$ cat src/sv/rfc_pkg.sv
// Shared types, constants and CRC helper for the RTU frame CRC checker.
package rfc_pkg;

    localparam int unsigned MAX_FRAME    = 256;
    localparam int unsigned COUNT_W      = 9;
    localparam int unsigned MIN_FRAME    = 4;
    localparam logic [15:0] CRC_INIT     = 16'hFFFF;
    localparam logic [15:0] CRC_POLY     = 16'hA001;
    localparam logic [15:0] GAP_RESET    = 16'd750;
    localparam logic [15:0] SILENCE_MAX  = 16'hFFFF;

    typedef enum logic [1:0] {
        ST_OK        = 2'd0,
        ST_CRC_ERROR = 2'd1,
        ST_TOO_SHORT = 2'd2,
        ST_TOO_LONG  = 2'd3
    } t_status;

    typedef enum logic {
        ACT_BYTE = 1'b0,
        ACT_TICK = 1'b1
    } t_action;

    typedef struct packed {
        t_status              status;
        logic [COUNT_W-1:0]   frame_length;
        logic [15:0]          received_crc;
        logic [15:0]          computed_crc;
    } t_result;

    // One entry of the reflected 0xA001 byte table.
    function automatic logic [15:0] crc_table(input logic [7:0] idx);
        logic [15:0] c;
        c = {8'h00, idx};
        for (int i = 0; i < 8; i++) begin
            if (c[0]) c = (c >> 1) ^ CRC_POLY;
            else      c = c >> 1;
        end
        return c;
    endfunction

endpackage

$ cat src/sv/rfc_crc_step.sv
// Byte-wide table update of the Modbus CRC-16.
module rfc_crc_step
    import rfc_pkg::*;
(
    input  logic [15:0] i_crc,
    input  logic [7:0]  i_byte,
    output logic [15:0] o_crc
);

    assign o_crc = {8'h00, i_crc[15:8]} ^ crc_table(i_crc[7:0] ^ i_byte);

endmodule

$ cat src/sv/rfc_frame_core.sv
// Input register and frame state: byte count, tail bytes, CRC and silence timer.
module rfc_frame_core
    import rfc_pkg::*;
(
    input  logic          i_clk,
    input  logic          i_rst_n,
    input  logic          i_in_valid,
    output logic          o_in_stall,
    input  logic          i_action,
    input  logic [7:0]    i_data_byte,
    input  logic [15:0]   i_char_gap,
    input  logic          i_slot_free,
    output logic          o_res_valid,
    output t_result       o_res
);

    logic               r_in_valid;
    logic               r_action;
    logic [7:0]         r_byte;

    logic [15:0]        r_crc,     n_crc;
    logic [7:0]         r_tail0,   n_tail0;
    logic [7:0]         r_tail1,   n_tail1;
    logic [COUNT_W-1:0] r_count,   n_count;
    logic               r_ovf,     n_ovf;
    logic [15:0]        r_silence, n_silence;

    logic [15:0]        crc_next;
    logic [15:0]        sil_inc;
    logic [15:0]        rx_crc;
    logic [15:0]        cc_crc;
    logic               res_hit;
    logic               advance;

    rfc_crc_step u_crc (
        .i_crc  (r_crc),
        .i_byte (r_tail0),
        .o_crc  (crc_next)
    );

    assign sil_inc = (r_silence != SILENCE_MAX) ? r_silence + 16'd1 : r_silence;
    assign rx_crc  = {r_tail0, r_tail1};
    // Modbus sends the low CRC byte first
    assign cc_crc  = {r_crc[7:0], r_crc[15:8]};
    assign res_hit = r_in_valid && (r_action == ACT_TICK) && (r_count != '0)
                     && (sil_inc >= i_char_gap);

    assign advance     = !res_hit || i_slot_free;
    assign o_in_stall  = r_in_valid && !advance;
    assign o_res_valid = res_hit;

    always_comb begin
        o_res.frame_length = r_count;
        o_res.received_crc = rx_crc;
        o_res.computed_crc = cc_crc;
        if (r_ovf) begin
            o_res.status = ST_TOO_LONG;
        end else if (r_count < COUNT_W'(MIN_FRAME)) begin
            o_res.status       = ST_TOO_SHORT;
            o_res.received_crc = '0;
            o_res.computed_crc = '0;
        end else if (rx_crc == cc_crc) begin
            o_res.status = ST_OK;
        end else begin
            o_res.status = ST_CRC_ERROR;
        end
    end

    always_comb begin
        n_crc     = r_crc;
        n_tail0   = r_tail0;
        n_tail1   = r_tail1;
        n_count   = r_count;
        n_ovf     = r_ovf;
        n_silence = r_silence;
        if (r_in_valid && advance) begin
            if (r_action == ACT_BYTE) begin
                if (r_count >= COUNT_W'(2)) n_crc = crc_next;
                n_tail0 = r_tail1;
                n_tail1 = r_byte;
                if (r_count < COUNT_W'(MAX_FRAME)) n_count = r_count + COUNT_W'(1);
                else                               n_ovf   = 1'b1;
                n_silence = '0;
            end else if (r_count != '0) begin
                if (res_hit) begin
                    n_crc     = CRC_INIT;
                    n_tail0   = '0;
                    n_tail1   = '0;
                    n_count   = '0;
                    n_ovf     = 1'b0;
                    n_silence = '0;
                end else begin
                    n_silence = sil_inc;
                end
            end
        end
    end

    always_ff @(posedge i_clk) begin
        if (!i_rst_n) begin
            r_in_valid <= 1'b0;
            r_crc      <= CRC_INIT;
            r_tail0    <= '0;
            r_tail1    <= '0;
            r_count    <= '0;
            r_ovf      <= 1'b0;
            r_silence  <= '0;
        end else begin
            if (i_in_valid && !o_in_stall) begin
                r_in_valid <= 1'b1;
            end else if (advance) begin
                r_in_valid <= 1'b0;
            end
            r_crc     <= n_crc;
            r_tail0   <= n_tail0;
            r_tail1   <= n_tail1;
            r_count   <= n_count;
            r_ovf     <= n_ovf;
            r_silence <= n_silence;
        end
    end

    always_ff @(posedge i_clk) begin
        if (i_in_valid && !o_in_stall) begin
            r_action <= i_action;
            r_byte   <= i_data_byte;
        end
    end

endmodule

$ cat config.mk
export PLATFORM = sky130hd
export DESIGN_NAME = rfc_frame_core
export DESIGN_NICKNAME = d
export VERILOG_FILES = /design/src/sv/rfc_pkg.sv /design/src/sv/rfc_crc_step.sv /design/src/sv/rfc_frame_core.sv
export SDC_FILE = /design/constraint.sdc
export NUM_CORES = 1
export LEC_CHECK = 0
export ABC_CLOCK_PERIOD_IN_PS = 4700
export BUFFER_PORTS_ARGS = -buffer_cell sky130_fd_sc_hd__buf_2
export CORE_MARGIN = 4
export CORE_UTILIZATION = 35
export DETAILED_ROUTE_END_ITERATION = 12
export GPL_ROUTABILITY_DRIVEN = 0
export HOLD_SLACK_MARGIN = 0.02
export PLACE_DENSITY_LB_ADDON = 0.3
export SKIP_CTS_REPAIR_TIMING = 1
export SYNTH_ARGS = -nofsm -noshare
export SYNTH_HDL_FRONTEND = slang
export SYNTH_HIERARCHICAL = 1
export SYNTH_SLANG_ARGS = --single-unit
$ cat constraint.sdc
create_clock -name i_clk -period 4.7 [get_ports i_clk]
set_input_delay 0.47 -clock i_clk [delete_from_list [all_inputs] [get_ports i_clk]]
set_output_delay 0.47 -clock i_clk [all_outputs]
set_load 0.03 [all_outputs]
==> metrics.yaml, run 1 <==
setup_path:
  cpLargestDelayFamily: "simple AND/OR/NAND/NOR gates"
  r2r_start: "r_silence[0]"
  cp-start-kind: "flip-flop"
  critPathRequiredTime_ns: 4.23
  worstPathArrival_ns: 3.74
  critPathKind: "flip-flop to output port"
  path_cells: "ha_1 -> nand4_1 -> nor3_2 -> nand2_1 -> nand3_1 -> o21a_1 -> ha_1 -> nand4_1 -> nor2_1 -> a311oi_1 -> a31o_2 -> nor2_1 -> buf_2"
  reg2regPathDepth: 14
  r2r_slack_ns: 0.67
  cp-end-kind: "output port"
  crit_path_max_incr_delay_ns: 0.49
  crit_end: "o_in_stall"
  path_buf_inv: 1
  cp_slowest_cell: "a311oi_1"
  reg2reg_to: "r_silence[10]"
  cp_max_fo: 7
  cp.depth: 13
  crit_start: "r_silence[0]"
global_route:
  grt.total_usage_pct: 16.0
  grt_max_degree: 33
  overflow: 0
  grt_pass1_wl_microns: 18600
  grt_pass1_vias: 3743
  antenna_found_initial: 0
die:
  start_util_pct: 35.7
  die_y_microns: 118
  die_w_microns: 118
  die_area_sq_um: 14000
  num_io_pins: 74
  num_rows: 40
  core_sq_um: 12000
logic_synthesis:
  synth-edff-count: 9
  netlist_instances: 499
  async_flop_share_pct: 0
  ys_warn_count: 6
  yosys.area_share.simple_pct: 23.9
  synth_compound_area_share_pct: 19.0
  syn_area_per_cell_sq_um: 8.55
  ys.flop_type: "dfxtp_1"
  syn-num-nets: 547
  synth_xor_area_share_pct: 10.6
  syn-cell-area_sq_um: 4270
  synthAdderAreaFrac_pct: 5.57
  synth-seq-cells: 68
  yosysSeqAreaShare_pct: 34.0
  synthMuxAreaShare_pct: 0.264
  synth_top_family_by_area: "simple AND/OR/NAND/NOR gates"
  ys_types: 59
clock_network:
  clk-insertion-delay-late_ns: 0.33
  cts.path.max_buffers: 2
  clk_pin_slew_worst_paths_ns: 0.06
  clock-sinks: 68
  htreeDepth: 3
  numCtsBuffers: 9
  cts-root-buf: "clkbuf_16"
  cts_tree: "done"
timing:
  fin_crit_ns: 4.21
  finalSetupTns_ns: 0
  tightest_slew_ns: 1.07
  rsz0062_at_grt: "false"
  slew_headroom_pct: 28.0
  finalCritPeriodShare_pct: 89.5
  max_freq_ghz: 0.238
  hold_viol_final: 0
  finClkSkew_ns: 0.00398
  setup_viol: 0
  slew_viol_final: 0
cells_and_area:
  final_cells: 710
  nets: 606
  layout-drive-gt1-share_pct: 21.1
  final_common_cell: "buf_2"
  layout_common_cells: "buf_2 (73), dfxtp_1 (59), a21oi_1 (45)"
  fill_cells: 1176
  areaGrowthSynthToFinish_pct: 17.1
  antenna_cells: 0
route:
  drt_pass1_iterations: 5
  ant_nets: 0
  via_per_inst: 5.39
  drc: 0
  routed_wl_microns: 11100
  drt_iter0_markers: 240
  vias: 3827
  avgRoutedWirePerCell_microns: 15.6
power:
  pwr-share-comb_pct: 7.3
  p_switching_mw: 0.350
  clkPwrFrac_pct: 50.3
  p_sw_share_pct: 24.0
  ir_worst_vdd_v: 0.000211
  power.internal_mw: 1.11
  leakage_nw: 2.05
  power_density_nw_per_um2: 292
  pwr-share-seq_pct: 42.4
placed_design:
  placed_cells: 694
  io_buffers: 73
  dp_hpwl_microns: 8010
run:
  cap_violations: 0
hold_path:
  hp-class: "input port to flip-flop"
  min_delay_path_depth: 1
outcome:
  status: "complete, no violations"
-- power groups by stage --
stage | logic [mW] | registers, mW | clock network, mW
after CTS | 0.106 | 0.619 | 0.747
after global routing | 0.118 | 0.621 | 0.773
final | 0.106 | 0.619 | 0.735
after global placement | 0.103 | 0.631 | 0
after floorplan | 0.0848 | 0.623 | 0
after detailed placement | 0.106 | 0.631 | 0
-- area by class of cell --
| type | instances | area (sq um) | area share, % |
|---|---|---|---|
| timing repair buffer | 78 | 403 | 8.06 |
| tap | 147 | 184 | 3.68 |
| inverter | 27 | 101 | 2.03 |
| clock buffer | 9 | 225 | 4.51 |
| clock inverter | 7 | 98.8 | 1.98 |
| sequential | 68 | 1450 | 29.0 |
| multi-input combinational | 374 | 2530 | 50.7 |
-- sequential cells by signal, summed over array words and instances (netlist names), 8 cells and up --
register and count:
r_tail1 8, r_tail0 8, r_crc 16, r_silence 16, r_count 9, r_byte 8
-- Yosys cell counts (all sizes together), types with 2 or more instances --
library cell,n,area [sq um]
a211oi,2,15.0
a21oi,46,241
a22oi,16,120
a311oi,2,17.5
a31o,2,26.3
a31oi,13,118
a41oi,2,25.0
buf,15,126
clkbuf,15,56.3
dfxtp,59,1180
edfxtp,9,270
ha,19,238
inv,26,97.6
nand2,32,128
nand2b,3,18.8
nand3,22,128
nand4,14,93.8
nor2,39,146
nor2b,34,213
nor3,11,70.1
nor4,20,146
o21a,4,30.0
o21ai,26,141
o22ai,9,56.3
or3,5,31.3
xnor2,30,278
xor2,11,104
xor3,2,48.8
-- metrics by stage --
step           hold WS (ns)  setup WS [ns]  utilization, %  area (sq um)  power [mW]
2_1_floorplan         0.458          0.992               -          4270       0.708
3_3_place_gp          0.479          0.873            39.1          4670       0.735
3_5_place_dp          0.486          0.743            39.1          4670       0.738
4_1_cts               0.302          0.444            41.8          5000        1.47
5_1_grt               0.296         0.0647            41.8          5000        1.51
6_report              0.312          0.492            41.8          5000        1.46
-- cells by family (layout without fill, tap and decap cells) --
family,after synthesis,in the layout
adders and majority gates,19,19
DFF,68,68
and+or+nand+nor,186,186
xor gates and xnor gates,44,44
buffers and inverters,57,121
muxes,1,1
AOI/OAI and AO/OA,124,124
-- worst register-to-register path, cell delays in order, from the launching register on --
cell and delay (ns):
dfxtp_1 0.42, ha_1 0.31, nand4_1 0.18, nor3_2 0.39, nand2_1 0.23, nand3_1 0.16, o21a_1 0.14, ha_1 0.24
nand4_1 0.15, nor2_1 0.07, a311oi_1 0.49, a31o_2 0.32, o21a_1 0.40, nand2_1 0.26, o22ai_1 0.21
-- worst min-delay path by stage --
stage | startpoint | end | slack [ns]
2_1_floorplan | r_silence[4] | r_silence[4] | 0.46
3_3_place_gp | r_silence[4] | r_silence[4] | 0.48
3_5_place_dp | r_silence[4] | r_silence[4] | 0.49
4_1_cts | i_data_byte[4] | r_byte[4] | 0.30
5_1_grt | i_data_byte[4] | r_byte[4] | 0.30
6_report | i_data_byte[1] | r_byte[1] | 0.31
-- per-layer routing --
| metal | up-vias | track usage, % | wire [microns] |
|---|---|---|---|
| met5 | - | 0 | 0 |
| met4 | 0 | 4.92 | 165 |
| met3 | 16 | 3.16 | 450 |
| met2 | 98 | 24.0 | 5010 |
| met1 | 1809 | 23.1 | 5430 |
| li1 | 1904 | - | - |
No activity file was read; power rests on OpenSTA's default activity.
==> run 2, diff against run 1 <==
--- a/config.mk
+++ b/config.mk
@@ -5,7 +5,7 @@
 export SDC_FILE = /design/constraint.sdc
 export NUM_CORES = 1
 export LEC_CHECK = 0
-export ABC_CLOCK_PERIOD_IN_PS = 4700
+export ABC_CLOCK_PERIOD_IN_PS = 4400
 export BUFFER_PORTS_ARGS = -buffer_cell sky130_fd_sc_hd__buf_2
 export CORE_MARGIN = 4
 export CORE_UTILIZATION = 35
==> constraint.sdc (replaced) <==
create_clock -name i_clk -period 4.4 [get_ports i_clk]
set_input_delay 0.44 -clock i_clk [delete_from_list [all_inputs] [get_ports i_clk]]
set_output_delay 0.44 -clock i_clk [all_outputs]
set_load 0.03 [all_outputs]
==> run 2 against run 1 <==
Global-route usage shrank 0.075 points. Utilization stayed put. Cell count increased by 0.28%. Routed wire length is 0.96% higher. Critical path type unchanged. Critical endpoint unchanged. Largest power group unchanged.
==> metrics.yaml, run 2 (synthesis results as in run 1) <==
outcome:
  status: "complete, no violations"  # unchanged
setup_path:
  cp-start-kind: "flip-flop"  # unchanged
  critPathRequiredTime_ns: 3.96  # was 4.23 ns
  crit_path_max_incr_delay_ns: 0.43  # was 0.49 ns
  path_cells: "ha_2 -> nand4_1 -> nor3_4 -> buf_4 -> nand4_1 -> nor3_1 -> a21oi_1 -> ha_1 -> nand4_1 -> nor2_1 -> nand2_1 -> a31o_2 -> nor2_1 -> buf_2"  # was ha_1 -> nand4_1 -> nor3_2 -> nand2_1 -> nand3_1 -> o21a_1 -> ha_1 -> nand4_1 -> nor2_1 -> a311oi_1 -> a31o_2 -> nor2_1 -> buf_2
  cp_max_fo: 7  # unchanged
  critPathKind: "flip-flop to output port"  # unchanged
  cp-end-kind: "output port"  # unchanged
  cp_slowest_cell: "dfxtp_1"  # was a311oi_1
  worstPathArrival_ns: 3.68  # was 3.74 ns
  path_common_cell: "nand4_1"
die:
  start_util_pct: 35.7  # unchanged
  die_y_microns: 118  # unchanged
  die_area_sq_um: 14000  # unchanged
  die_w_microns: 118  # unchanged
  core_sq_um: 12000  # unchanged
  num_io_pins: 74  # unchanged
  num_rows: 40  # unchanged
route:
  avgRoutedWirePerCell_microns: 15.7  # was 15.6 microns
  drt_iter0_markers: 223  # was 240
  ant_nets: 0  # unchanged
  routed_wl_microns: 11200  # was 11100 microns
  vias: 3824  # was 3827
  drt_pass1_iterations: 5  # unchanged
  drc: 0  # unchanged
  via_per_inst: 5.37  # was 5.39
power:
  leakage_nw: 2.06  # was 2.05 nW
  ir_worst_vdd_v: 0.000239  # was 0.000211 V
  power_mw: 1.48  # was 1.46 mW
  power_density_nw_per_um2: 297  # was 292 nW/um^2
clock_network:
  cts-root-buf: "clkbuf_16"  # unchanged
  cts_tree: "done"  # unchanged
  numCtsBuffers: 9  # unchanged
  clock-sinks: 68  # unchanged
  clk-insertion-delay-late_ns: 0.34  # was 0.33 ns
  cts.path.max_buffers: 2  # unchanged
  clk_pin_slew_worst_paths_ns: 0.06  # about the same
  htreeDepth: 3  # unchanged
cells_and_area:
  areaGrowthSynthToFinish_pct: 17.1  # unchanged
  layout-drive-gt1-share_pct: 21.8  # was 21.1%
  fill_cells: 1208  # was 1176
  final_common_cell: "buf_2"  # unchanged
  layout_common_cells: "buf_2 (73), dfxtp_1 (59), a21oi_1 (45)"  # unchanged
  antenna_cells: 0  # unchanged
  top_regs: "r_crc (16), r_silence (16), r_count (9)"  # unchanged
  final_area_sq_um: 5000  # unchanged
  nets: 608  # was 606
global_route:
  overflow: 0  # unchanged
  antenna_found_initial: 0  # unchanged
  use_met1_pct: 22.4  # was 23.1%
  gr-max-usage-layer: "met2"  # unchanged
  grt_max_degree: 34  # was 33
  grt_use_met2_pct: 24.3  # was 24.0%
  met3_usage_pct: 3.92  # was 3.16%
  grt_pass1_vias: 3711  # was 3743
  grt_pass1_wl_microns: 18500  # was 18600 microns
  grt.total_usage_pct: 15.9  # was 16.0%
timing:
  fin_ws_ns: 0.280  # was 0.492 ns
  tightest_slew_ns: 1.05  # was 1.07 ns
  hold_ws_ns: 0.275  # was 0.312 ns
  finClkSkew_ns: 0.00951  # was 0.00398 ns
  slew_viol_final: 0  # unchanged
  finalSetupTns_ns: 0  # unchanged
  slew_headroom_pct: 29.7  # was 28.0%
  max_freq_ghz: 0.243
  fin_crit_ns: 4.12
  rsz0062_at_grt: "false"  # unchanged
  finalCritPeriodShare_pct: 93.6
  setup_viol: 0  # unchanged
  hold_viol_final: 0  # unchanged
run:
  cap_violations: 0  # unchanged
placed_design:
  dp_hpwl_microns: 7970  # was 8010 microns
  io_buffers: 73  # unchanged
  post_dp_cell_area_sq_um: 4670  # unchanged
  post-place-ws_ns: 0.295  # was 0.743 ns
hold_path:
  hp-class: "input port to flip-flop"  # unchanged
run 2: layer usage:
| metal | share of wire [%] | vias to the layer above |
|---|---|---|
| met5 | 0 | - |
| met4 | 1.5 | 0 |
| met3 | 5.9 | 14 |
| met2 | 44 | 122 |
| met1 | 48 | 1784 |
| li1 | - | 1904 |
run 2: final timing paths:
check	from	end	slack, ns	depth (start not counted)
worst min-delay path	i_action	r_action	0.28	1
worst min register to register	r_silence[4]	r_silence[4]	0.50	2
worst max-delay path	r_silence[0]	o_in_stall	0.28	14
worst max register to register	r_silence[0]	r_silence[0]	0.47	15
run 2: report_power, final:
part | total [mW] | internal (mW) | switching, mW
logic | 0.114 | 0.0430 | 0.0711
registers | 0.662 | 0.644 | 0.0181
clock network | 0.709 | 0.439 | 0.270
total | 1.48 | 1.13 | 0.359
run 2: final cells by class:
type	instances	area [sq um]	area share (%)
multi-input cells	374	2550	51.0
flip-flops and latches	68	1450	29.0
repair buffers	80	418	8.36
clock buffers	10	229	4.58
well taps	147	184	3.68
inverters	27	101	2.03
clock inverters	6	65.1	1.30
run 2: critical path, delay by kind of cell, from the launching register on:
family | cells | cell delay, ns
and+or+nand+nor | 8 | 1.51
AOI/OAI and AO/OA | 2 | 0.39
DFF | 1 | 0.43
buffers and inverters | 2 | 0.42
adders and majority gates | 2 | 0.60
run 2: per-stage QoR:
stage | utilization [%] | std cells
after floorplan | - | 499
after global placement | 39.1 | 694
after detailed placement | 39.1 | 694
after CTS | 41.5 | 710
after global routing | 41.8 | 712
final | 41.8 | 712
==> run 3, diff against run 2 <==
--- a/config.mk
+++ b/config.mk
@@ -7,7 +7,7 @@
 export LEC_CHECK = 0
 export ABC_CLOCK_PERIOD_IN_PS = 4400
 export BUFFER_PORTS_ARGS = -buffer_cell sky130_fd_sc_hd__buf_2
-export CORE_MARGIN = 4
+export CORE_MARGIN = 3
 export CORE_UTILIZATION = 35
 export DETAILED_ROUTE_END_ITERATION = 12
 export GPL_ROUTABILITY_DRIVEN = 0
==> run 3 against run 2 <==
Sequential share of layout area down 0.073 points. Fmax up 1.5%. Combinational power about the same. Via count about the same. Sequential power about the same. Hold slack better by 0.0044 ns. Clock skew down 0.0050 ns. Critical endpoint is now o_res_valid. Largest power group unchanged.
==> metrics.yaml, run 3 (synthesis results as in run 1) <==
outcome:
  status: "complete, no violations"  # unchanged
global_route:
  antenna_found_initial: 0  # unchanged
  grt_pass1_vias: 3648  # was 3711
  grt_max_degree: 34  # unchanged
  grt.total_usage_pct: 16.7  # was 15.9%
  grt_pass1_wl_microns: 18200  # was 18500 microns
  overflow: 0  # unchanged
setup_path:
  r2r_start: "r_silence[0]"  # unchanged
  cp-start-kind: "flip-flop"  # unchanged
  critPathRequiredTime_ns: 3.96  # about the same
  cp_max_fo: 7  # unchanged
  critPathKind: "flip-flop to output port"  # unchanged
  reg2reg_to: "r_silence[10]"  # was r_silence[0]
  path_cells: "ha_2 -> nand4_1 -> nor3_4 -> nand2_1 -> xnor2_1 -> ha_1 -> nand2b_1 -> a2111o_1 -> a31oi_2 -> a31o_2 -> inv_2 -> buf_2"  # was ha_2 -> nand4_1 -> nor3_4 -> buf_4 -> nand4_1 -> nor3_1 -> a21oi_1 -> ha_1 -> nand4_1 -> nor2_1 -> nand2_1 -> a31o_2 -> nor2_1 -> buf_2
  path_buf_inv: 2  # unchanged
  r2r_slack_ns: 0.55  # was 0.47 ns
  cp-end-kind: "output port"  # unchanged
  cpLargestDelayFamily: "compound AO/OA/AOI/OAI gates"  # was simple AND/OR/NAND/NOR gates
  worstPathArrival_ns: 3.62  # was 3.68 ns
  cp_slowest_cell: "a2111o_1"  # was dfxtp_1
  crit_path_max_incr_delay_ns: 0.45  # was 0.43 ns
  reg2regPathDepth: 13  # was 15
cells_and_area:
  antenna_cells: 0  # unchanged
  top_regs: "r_crc (16), r_silence (16), r_count (9)"  # unchanged
  final_cells: 709  # was 712
  final_area_sq_um: 5010  # was 5000 sq um
  fin_util_pct: 43.0  # was 41.8%
  nets: 609  # was 608
  layout_common_cells: "buf_2 (73), dfxtp_1 (59), a21oi_1 (45)"  # unchanged
  fill_cells: 1154  # was 1208
  layout-drive-gt1-share_pct: 22.1  # was 21.8%
  areaGrowthSynthToFinish_pct: 17.4  # was 17.1%
  multiInputGateArea_sq_um: 2550  # about the same
  regArea_sq_um: 1450  # unchanged
  final_common_cell: "buf_2"  # unchanged
die:
  die_area_sq_um: 13600  # was 14000 sq um
  num_rows: 39  # was 40
  core_sq_um: 11700  # was 12000 sq um
  die_y_microns: 116  # was 118 microns
  start_util_pct: 36.6  # was 35.7%
  die_w_microns: 116  # was 118 microns
  num_io_pins: 74  # unchanged
power:
  pwr-share-seq_pct: 43.4  # was 44.6%
  p_switching_mw: 0.388  # was 0.359 mW
  p_sw_share_pct: 25.5  # was 24.2%
  power.internal_mw: 1.14  # was 1.13 mW
  clkPwrFrac_pct: 49.0  # was 47.7%
  pwr-share-comb_pct: 7.6  # was 7.7%
  power_density_nw_per_um2: 304  # was 297 nW/um^2
  ir_worst_vdd_v: 0.000219  # was 0.000239 V
  leakage_nw: 2.06  # about the same
  power_mw: 1.52  # was 1.48 mW
clock_network:
  cts_tree: "done"  # unchanged
  numCtsBuffers: 9  # unchanged
  cts.path.max_buffers: 2  # unchanged
  clk-insertion-delay-late_ns: 0.33  # was 0.34 ns
  cts-root-buf: "clkbuf_16"  # unchanged
  htreeDepth: 3  # unchanged
  clk_pin_slew_worst_paths_ns: 0.06  # about the same
  clock-sinks: 68  # unchanged
timing:
  hold_viol_final: 0  # unchanged
  tightest_slew_ns: 1.07  # was 1.05 ns
  finalSetupTns_ns: 0  # unchanged
  hold_ws_ns: 0.280  # was 0.275 ns
  slew_viol_final: 0  # unchanged
  fin_ws_ns: 0.342  # was 0.280 ns
  setup_viol: 0  # unchanged
  finalCritPeriodShare_pct: 92.2  # was 93.6%
  fin_crit_ns: 4.06  # was 4.12 ns
  rsz0062_at_grt: "false"  # unchanged
  finClkSkew_ns: 0.00450  # was 0.00951 ns
  max_freq_ghz: 0.246  # was 0.243 GHz
  slew_headroom_pct: 28.6  # was 29.7%
placed_design:
  io_buffers: 73  # unchanged
  placed_cells: 693  # was 694
  post_dp_cell_area_sq_um: 4690  # was 4670 sq um
  post-place-ws_ns: 0.478  # was 0.295 ns
  dp_hpwl_microns: 8160  # was 7970 microns
hold_path:
  min_to: "r_byte[4]"  # was r_action
  min_delay_path_depth: 1  # unchanged
  hp-class: "input port to flip-flop"  # unchanged
  min_from: "i_data_byte[4]"  # was i_action
route:
  drc: 0  # unchanged
  drt_pass1_iterations: 5  # unchanged
  routed_wl_microns: 11200  # about the same
  avgRoutedWirePerCell_microns: 15.8  # was 15.7 microns
  vias: 3827  # was 3824
  drt_iter0_markers: 227  # was 223
  via_per_inst: 5.40  # was 5.37
  ant_nets: 0  # unchanged
run:
  cap_violations: 0  # unchanged
## run 3: worst register-to-register path, stage by stage (launching register included)
cell      delay [ns]
dfxtp_1         0.43
ha_2            0.29
nand4_1         0.21
nor3_4          0.34
nand2_1         0.21
xnor2_1         0.17
ha_1            0.27
nand2b_1        0.14
a2111o_1        0.45
a31oi_2         0.23
a31o_2          0.28
o21a_1          0.29
nand2_1         0.24
o22ai_1         0.22
## run 3: worst max-delay path by stage
| stage | start | end | slack (ns) | depth (start not counted) |
|---|---|---|---|---|
| CTS | r_silence[0] | o_in_stall | 0.19 | 13 |
| global route | r_silence[0] | o_in_stall | 0.03 | 13 |
| detailed placement | r_silence[0] | r_silence[10] | 0.48 | 13 |
| global placement | r_silence[0] | r_silence[1] | 0.63 | 14 |
| finish | r_silence[0] | o_res_valid | 0.34 | 12 |
| floorplan | r_silence[0] | r_action | 0.69 | 12 |
## run 3: layer usage
metal	global-route usage [%]	vias to the layer above	wire length, microns
li1	-	1908	-
met1	23.1	1802	5360
met2	26.2	102	5130
met3	3.37	15	560
met4	4.80	0	146
met5	0	-	0
## run 3: final cells by class
cell class / count / area share (%)
tap: 143 / 3.57
multi-input combinational: 374 / 50.8
clock inverter: 7 / 1.65
clock buffer: 9 / 4.49
sequential: 68 / 29.0
inverter: 27 / 2.02
timing repair buffer: 81 / 8.49
## run 3: power groups by stage
| stage | clock network, mW | logic, mW | registers, mW |
|---|---|---|---|
| after floorplan | 0 | 0.0906 | 0.666 |
| after global placement | 0 | 0.113 | 0.674 |
| after detailed placement | 0 | 0.115 | 0.675 |
| after CTS | 0.761 | 0.116 | 0.661 |
| after global routing | 0.784 | 0.129 | 0.663 |
| final | 0.748 | 0.116 | 0.661 |
